<file path="config.mk">
export PLATFORM = sky130hd
export DESIGN_NAME = sparse_polynomial_add_top
export DESIGN_NICKNAME = d
export VERILOG_FILES = /design/src/design/spa_pkg.sv /design/src/design/spa_ctrl.sv /design/src/design/spa_dp.sv /design/src/design/sparse_polynomial_add_top.sv
export SDC_FILE = /design/constraint.sdc
export NUM_CORES = 2
export LEC_CHECK = 0
export ABC_AREA = 1
export BUFFER_PORTS_ARGS = -buffer_cell sky130_fd_sc_hd__buf_4
export CORE_MARGIN = 4
export CORE_UTILIZATION = 40
export DETAILED_ROUTE_END_ITERATION = 10
export GPL_ROUTABILITY_DRIVEN = 0
export PLACE_DENSITY = 0.62
export SETUP_SLACK_MARGIN = 0.02
export SYNTH_ARGS = -nofsm -noshare
export SYNTH_HDL_FRONTEND = slang
export SYNTH_SLANG_ARGS = --single-unit
</file>
<file path="constraint.sdc">
create_clock -name clk -period 8.9 [get_ports clk]
set_clock_uncertainty 0.15 [all_clocks]
set_input_delay 0.89 -clock clk [delete_from_list [all_inputs] [get_ports clk]]
set_output_delay 0.89 -clock clk [all_outputs]
set_load 0.005 [all_outputs]
</file>
<file path="src/design/spa_pkg.sv">
// Shared types, codes and defaults for the sparse polynomial adder.
package spa_pkg;

  localparam int DEPTH_DEFAULT = 16;
  localparam int COEFF_W       = 16;
  localparam int EXP_W         = 16;
  localparam int SUM_W         = COEFF_W + 1;

  typedef enum logic [1:0] {
    OP_LOAD_A = 2'd0,
    OP_LOAD_B = 2'd1,
    OP_RUN    = 2'd2
  } opcode_t;

  typedef struct packed {
    logic [1:0]                opcode;
    logic signed [COEFF_W-1:0] term_coeff;
    logic [EXP_W-1:0]          term_exponent;
  } in_beat_t;

  typedef struct packed {
    logic signed [SUM_W-1:0] sum_coeff;
    logic [EXP_W-1:0]        sum_exponent;
    logic                    last_term;
    logic                    empty_sum;
    logic                    overflow_seen;
  } out_beat_t;

  typedef struct packed {
    logic load_a;
    logic load_b;
    logic step;
    logic finish;
  } spa_cmd_t;

  typedef struct packed {
    logic out_free;
    logic run_last;
  } spa_status_t;

endpackage

</file>
<file path="src/design/spa_ctrl.sv">
// Controller state machine for the sparse polynomial adder.
module spa_ctrl
  import spa_pkg::*;
(
  input  logic        clk,
  input  logic        rst,
  input  logic        in_valid,
  input  logic [1:0]  opcode,
  output logic        in_stall,
  output spa_cmd_t    cmd,
  input  spa_status_t status
);

  typedef enum logic {
    S_IDLE,
    S_MERGE
  } state_t;

  state_t state;
  logic   accept;

  assign accept = in_valid && !in_stall;

  always_comb begin
    cmd.load_a = accept && (opcode == OP_LOAD_A);
    cmd.load_b = accept && (opcode == OP_LOAD_B);
    cmd.step   = (state == S_MERGE) && status.out_free;
    cmd.finish = (state == S_MERGE) && status.out_free && status.run_last;
  end

  always_ff @(posedge clk) begin
    if (rst) begin
      state    <= S_IDLE;
      in_stall <= 1'b0;
    end else begin
      case (state)
        S_IDLE: begin
          if (accept && (opcode == OP_RUN)) begin
            state    <= S_MERGE;
            in_stall <= 1'b1;
          end
        end
        S_MERGE: begin
          if (cmd.finish) begin
            state    <= S_IDLE;
            in_stall <= 1'b0;
          end
        end
        default: begin
          state    <= S_IDLE;
          in_stall <= 1'b0;
        end
      endcase
    end
  end

endmodule

</file>
<file path="src/design/spa_dp.sv">
// Datapath of the sparse polynomial adder: term lists, merge logic and output register.
module spa_dp
  import spa_pkg::*;
#(
  parameter int DEPTH = DEPTH_DEFAULT
) (
  input  logic        clk,
  input  logic        rst,
  input  in_beat_t    in_beat,
  input  spa_cmd_t    cmd,
  output spa_status_t status,
  output logic        out_valid,
  input  logic        out_stall,
  output out_beat_t   out_beat
);

  localparam int CW = $clog2(DEPTH + 1);
  localparam int IW = (DEPTH > 1) ? $clog2(DEPTH) : 1;

  logic signed [COEFF_W-1:0] mem_a_c [DEPTH];
  logic [EXP_W-1:0]          mem_a_e [DEPTH];
  logic signed [COEFF_W-1:0] mem_b_c [DEPTH];
  logic [EXP_W-1:0]          mem_b_e [DEPTH];

  logic [CW-1:0] count_a;
  logic [CW-1:0] count_b;
  logic          dropped;
  logic [CW-1:0] ia;
  logic [CW-1:0] ib;
  logic [CW-1:0] ia_adv;
  logic [CW-1:0] ib_adv;
  logic [CW-1:0] ia_next;
  logic [CW-1:0] ib_next;

  logic signed [COEFF_W-1:0] head_a_c;
  logic [EXP_W-1:0]          head_a_e;
  logic signed [COEFF_W-1:0] head_b_c;
  logic [EXP_W-1:0]          head_b_e;

  logic                    a_ok;
  logic                    b_ok;
  logic                    both_empty;
  logic                    term_last;
  logic signed [SUM_W-1:0] term_c;
  logic [EXP_W-1:0]        term_e;

  // Pick the next term of the sum from the two list heads.
  always_comb begin
    a_ok       = ia < count_a;
    b_ok       = ib < count_b;
    both_empty = (count_a == '0) && (count_b == '0);
    ia_adv     = ia;
    ib_adv     = ib;
    term_c     = '0;
    term_e     = '0;
    if (a_ok && b_ok) begin
      if (head_a_e == head_b_e) begin
        term_c = SUM_W'(head_a_c) + SUM_W'(head_b_c);
        term_e = head_a_e;
        ia_adv = ia + CW'(1);
        ib_adv = ib + CW'(1);
      end else if (head_a_e > head_b_e) begin
        term_c = SUM_W'(head_a_c);
        term_e = head_a_e;
        ia_adv = ia + CW'(1);
      end else begin
        term_c = SUM_W'(head_b_c);
        term_e = head_b_e;
        ib_adv = ib + CW'(1);
      end
    end else if (a_ok) begin
      term_c = SUM_W'(head_a_c);
      term_e = head_a_e;
      ia_adv = ia + CW'(1);
    end else if (b_ok) begin
      term_c = SUM_W'(head_b_c);
      term_e = head_b_e;
      ib_adv = ib + CW'(1);
    end
    term_last = (ia_adv >= count_a) && (ib_adv >= count_b);

    if (cmd.finish) begin
      ia_next = '0;
      ib_next = '0;
    end else if (cmd.step) begin
      ia_next = ia_adv;
      ib_next = ib_adv;
    end else begin
      ia_next = ia;
      ib_next = ib;
    end

    status.out_free = !out_valid || !out_stall;
    status.run_last = both_empty || term_last;
  end

  // List storage with registered reads of the next heads.
  always_ff @(posedge clk) begin
    if (cmd.load_a && (count_a < CW'(DEPTH))) begin
      mem_a_c[count_a[IW-1:0]] <= in_beat.term_coeff;
      mem_a_e[count_a[IW-1:0]] <= in_beat.term_exponent;
    end
    if (cmd.load_b && (count_b < CW'(DEPTH))) begin
      mem_b_c[count_b[IW-1:0]] <= in_beat.term_coeff;
      mem_b_e[count_b[IW-1:0]] <= in_beat.term_exponent;
    end
    head_a_c <= mem_a_c[ia_next[IW-1:0]];
    head_a_e <= mem_a_e[ia_next[IW-1:0]];
    head_b_c <= mem_b_c[ib_next[IW-1:0]];
    head_b_e <= mem_b_e[ib_next[IW-1:0]];
  end

  always_ff @(posedge clk) begin
    if (rst) begin
      count_a   <= '0;
      count_b   <= '0;
      dropped   <= 1'b0;
      ia        <= '0;
      ib        <= '0;
      out_valid <= 1'b0;
    end else begin
      ia <= ia_next;
      ib <= ib_next;
      if (cmd.finish) begin
        count_a <= '0;
        count_b <= '0;
        dropped <= 1'b0;
      end else begin
        if (cmd.load_a) begin
          if (count_a < CW'(DEPTH)) begin
            count_a <= count_a + CW'(1);
          end else begin
            dropped <= 1'b1;
          end
        end
        if (cmd.load_b) begin
          if (count_b < CW'(DEPTH)) begin
            count_b <= count_b + CW'(1);
          end else begin
            dropped <= 1'b1;
          end
        end
      end
      if (cmd.step) begin
        out_valid <= 1'b1;
      end else if (!out_stall) begin
        out_valid <= 1'b0;
      end
    end
  end

  always_ff @(posedge clk) begin
    if (cmd.step) begin
      out_beat.sum_coeff     <= both_empty ? '0 : term_c;
      out_beat.sum_exponent  <= both_empty ? '0 : term_e;
      out_beat.last_term     <= both_empty || term_last;
      out_beat.empty_sum     <= both_empty;
      out_beat.overflow_seen <= dropped;
    end
  end

`ifndef ASSERT_OFF
  a_count_a_range: assert property (@(posedge clk) disable iff (rst)
    count_a <= CW'(DEPTH)) else $error("list A count beyond depth");
  a_ia_range: assert property (@(posedge clk) disable iff (rst)
    ia <= count_a) else $error("list A read index beyond count");
  a_step_free: assert property (@(posedge clk) disable iff (rst)
    cmd.step |-> (!out_valid || !out_stall)) else $error("step into a held output");
  a_finish_clears: assert property (@(posedge clk) disable iff (rst)
    cmd.finish |=> (count_a == '0) && (count_b == '0) && (ia == '0) && (ib == '0))
    else $error("lists not cleared after run");
`endif

endmodule

</file>
<file path="src/design/sparse_polynomial_add_top.sv">
// An accepted run beat starts the merge; its first result beat is registered when the output
// register is free. Throughput: loads are taken one beat per cycle while no run is active;
// a run emits one result beat per cycle unless the output stalls, and stalls the input until
// its last result beat is registered. The pace of a run is set by the single read port of
// each list memory feeding the merge. Reset clears the list counts, the overflow flag and the
// controller; list contents are not cleared, since only entries below a count are ever used.
module sparse_polynomial_add_top
  import spa_pkg::*;
#(
  parameter int DEPTH = DEPTH_DEFAULT
) (
  input  logic      clk,
  input  logic      rst,
  input  logic      in_valid,
  output logic      in_stall,
  input  in_beat_t  in_beat,
  output logic      out_valid,
  input  logic      out_stall,
  output out_beat_t out_beat
);

  // The controller decides what happens each cycle: it turns accepted load beats into
  // writes of list A or list B, and while a run is active it steps the merge whenever the
  // output register is empty or being emptied, finishing on the last term of the sum.
  spa_cmd_t    cmd;
  spa_status_t status;

  spa_ctrl u_ctrl (
    .clk      (clk),
    .rst      (rst),
    .in_valid (in_valid),
    .opcode   (in_beat.opcode),
    .in_stall (in_stall),
    .cmd      (cmd),
    .status   (status)
  );

  // The datapath holds both term lists, the registered list heads, the merge comparison
  // and the output register that parts the result beat from the input side.
  spa_dp #(
    .DEPTH (DEPTH)
  ) u_dp (
    .clk       (clk),
    .rst       (rst),
    .in_beat   (in_beat),
    .cmd       (cmd),
    .status    (status),
    .out_valid (out_valid),
    .out_stall (out_stall),
    .out_beat  (out_beat)
  );

endmodule

</file>
==> impl_metrics.env <==
export IMPL_worstPathRequired_ns=9.39
export IMPL_netlist_area_mm2=0.0498
export IMPL_layout_commonest_cell="nand2_1"
export IMPL_synth_nets=4739
export IMPL_cts_buffer_depth=3
export IMPL_cts_buffers=116
export IMPL_initial_core_util_pct=40.3
export IMPL_fin_crit_sh_pct=71.2
export IMPL_power_total_mw=11.2
export IMPL_swShare_pct=20.8
export IMPL_end_kind="flip-flop"
export IMPL_seq_power_share_pct=52.9
export IMPL_dominantRegCellSynth="edfxtp_1"
export IMPL_power_switching_mw=2.34
export IMPL_ctsHoldBuffers=0
export IMPL_crit_type="reg2reg"
export IMPL_comb_power_share_pct=2.9
export IMPL_first_pass_iters=7
export IMPL_power_density_mw_per_mm2=201
export IMPL_clkLatencyLatePin_ns=0.72
export IMPL_final_setup_tns_ns=0
export IMPL_p_leak_nw=21.6
export IMPL_die_h_um=361
export IMPL_post_place_ws_ns=2.68
export IMPL_track_usage_pct=21.1
export IMPL_htree_levels=3
export IMPL_areaGrowthSynthToFinish_pct=11.9
export IMPL_pwr_share_clk_pct=44.2
export IMPL_slew_viol_final=0
export IMPL_synth_edf_count=1060
export IMPL_grt_max_degree=114
export IMPL_grt_pass1_vias=32200
export IMPL_layout_common_cells="nand2_1, nand3_1, edfxtp_1"
export IMPL_drt_iter0_drc=4029
export IMPL_fp_dieW_um=361
export IMPL_viasPerCell=5.40
export IMPL_drt_drc_violations_left=0
export IMPL_post_cts_buffers=0
export IMPL_row_count=129
export IMPL_ir_drop_mv=0.164
export IMPL_fin_cells=6372
export IMPL_coreArea_mm2=0.124
export IMPL_cts_resized=0
export IMPL_synth_cells=4640
export IMPL_boundaryPins=76
export IMPL_root_buffer="clkbuf_16"
export IMPL_clkTransAtPathRegs_ns=0.06
export IMPL_synthDistinctLibCells=50
export IMPL_hold_class="in2reg"
export IMPL_grt_pass1_wl_um=209000
export IMPL_max_freq_ghz=0.158
export IMPL_num_vias=34400
export IMPL_synth_seq_cells=1148
export IMPL_nets=4731
export IMPL_die_area_mm2=0.130
export IMPL_synth_seq_area_share_pct=67.5
export IMPL_finalHoldViolCount=0
export IMPL_wire_per_inst_um=22.2
export IMPL_place_inst=6151
export IMPL_final_setup_viol_count=0
export IMPL_clock_sinks=1148
export IMPL_synth_warnings=0
export IMPL_place_area_mm2=0.0518
export IMPL_period_minus_slack_ns=6.33
export IMPL_fin_util_pct=45.1
export IMPL_antenna_left=0
export IMPL_status="finished clean"
export IMPL_cap_violations=0
export IMPL_drive_above_1_share_pct=8.58
export IMPL_arrival_ns=6.83
export IMPL_syn_avg_cell_area_um2=10.7
export IMPL_antenna_found_initial=4
export IMPL_startpoint_type="flip-flop"
export IMPL_whs_ns=0.326
export IMPL_rsz0062_at_grt="false"
export IMPL_finalWirelength_um=142000
export IMPL_setup_slack_ns=2.57
export IMPL_hpwl_um=78300
export IMPL_tightest_slew_ns=1.22
export IMPL_maxSlewHeadroom_pct=18.5
export IMPL_portBuffers=75
export IMPL_intPower_mw=8.89
export IMPL_overflow=0
export IMPL_cts_tree="yes"
export IMPL_cp_max_fo=88
export IMPL_synthArstFlopShare_pct=0
export IMPL_final_cell_area_mm2=0.0557
==> power by group through the flow <==
| stage | sequential, mW | combinational, mW | clock, mW |
|---|---|---|---|
| final | 5.94 | 0.327 | 4.96 |
| after global routing | 5.94 | 0.359 | 5.25 |
| after CTS | 5.94 | 0.323 | 5.03 |
| after detailed placement | 6.05 | 0.322 | 0 |
| after global placement | 6.05 | 0.318 | 0 |
| after floorplan | 6.05 | 0.155 | 0 |
==> area by class of cell <==
type                       instances  area (µm²)
antenna                            1        2.50
tap                             1637        2050
inverter                         419        1580
sequential                      1148       33600
clock buffer                     163        3270
multi-input combinational       2799       13500
clock inverter                    57         618
fill                           11300       67900
timing repair buffer             148        1150
==> final timing paths <==
kind / from / end / slack [ns] / cells after the start
worst max-delay path: u_dp.count_b[2]$_SDFFE_PP0P_ / u_dp.head_a_e[14]$_DFF_P_ / 2.57 / 27
worst min-delay path: out_stall / u_dp.out_valid$_SDFFE_PP0P_ / 0.33 / 3
worst max register to register: u_dp.count_b[2]$_SDFFE_PP0P_ / u_dp.head_a_e[14]$_DFF_P_ / 2.57 / 27
worst min register to register: u_ctrl.state$_SDFF_PP0_ / u_dp.out_valid$_SDFFE_PP0P_ / 0.34 / 2
==> flip-flops by register name, summed over array words and instances (netlist names), 36 cells and up <==
name,flops
u_dp.out_beat,36
u_dp.mem_b_c,256
u_dp.mem_a_e,256
u_dp.mem_b_e,256
u_dp.mem_a_c,256
==> cell usage after synthesis, types with 4 or more instances <==
cell,count,share of area [%]
buf_6,19,0.43
edfxtp_1,1060,64
clkbuf_1,76,0.57
a21oi_1,69,0.69
a31oi_1,6,0.075
nor2_4,5,0.11
inv_2,11,0.083
nand2_1,1341,10
nand3b_1,67,1.0
nor2_1,66,0.50
nand2_2,10,0.13
buf_1,13,0.098
inv_1,405,3.1
nand3_1,1065,11
nor3_1,10,0.10
o22ai_1,9,0.11
o21ai_1,4,0.040
buf_2,132,1.3
ha_1,60,1.5
o21ai_0,22,0.22
dfxtp_1,88,3.5
buf_4,34,0.51
a21o_1,5,0.075
nand4_1,10,0.13
nor3b_1,4,0.060
xor2_1,8,0.14
==> routing by layer <==
layer / global-route usage (%) / vias to the layer above / wire length (µm)
li1: - / 15800 / -
met1: 30.6 / 16700 / 61300
met2: 32.5 / 1590 / 63200
met3: 3.25 / 268 / 12000
met4: 7.39 / 0 / 4960
met5: 0 / - / 0
==> cells by family after synthesis <==
kind of cell	share of synthesized area, %
compound gates	1.52
xor+xnor	0.194
fa+ha+maj	1.55
buf+inv	6.10
flops	67.5
simple gates	23.2
==> critical path: stages, from the launching register on <==
cell       delay (ns)
dfxtp_1          0.41
inv_1            0.14
ha_1             0.31
a21oi_1          0.16
o21ai_1          0.11
nor2_4           0.22
nand4_4          0.35
nand2_2          0.22
nor2_2           0.06
nand3_1          0.08
xor2_1           0.19
inv_1            0.07
ha_1             0.32
nand2_1          0.09
inv_1            0.07
nand4_1          0.07
o2111ai_1        0.10
nand2_1          0.09
nand2_2          0.11
nor2_4           0.08
nand3_1          0.18
nand2_4          0.38
inv_4            1.02
buf_4            0.65
nand2_1          0.22
nand3_1          0.11
nand3_1          0.07
nand2_1          0.17
Note: power is estimated with default switching activity, not from simulation.
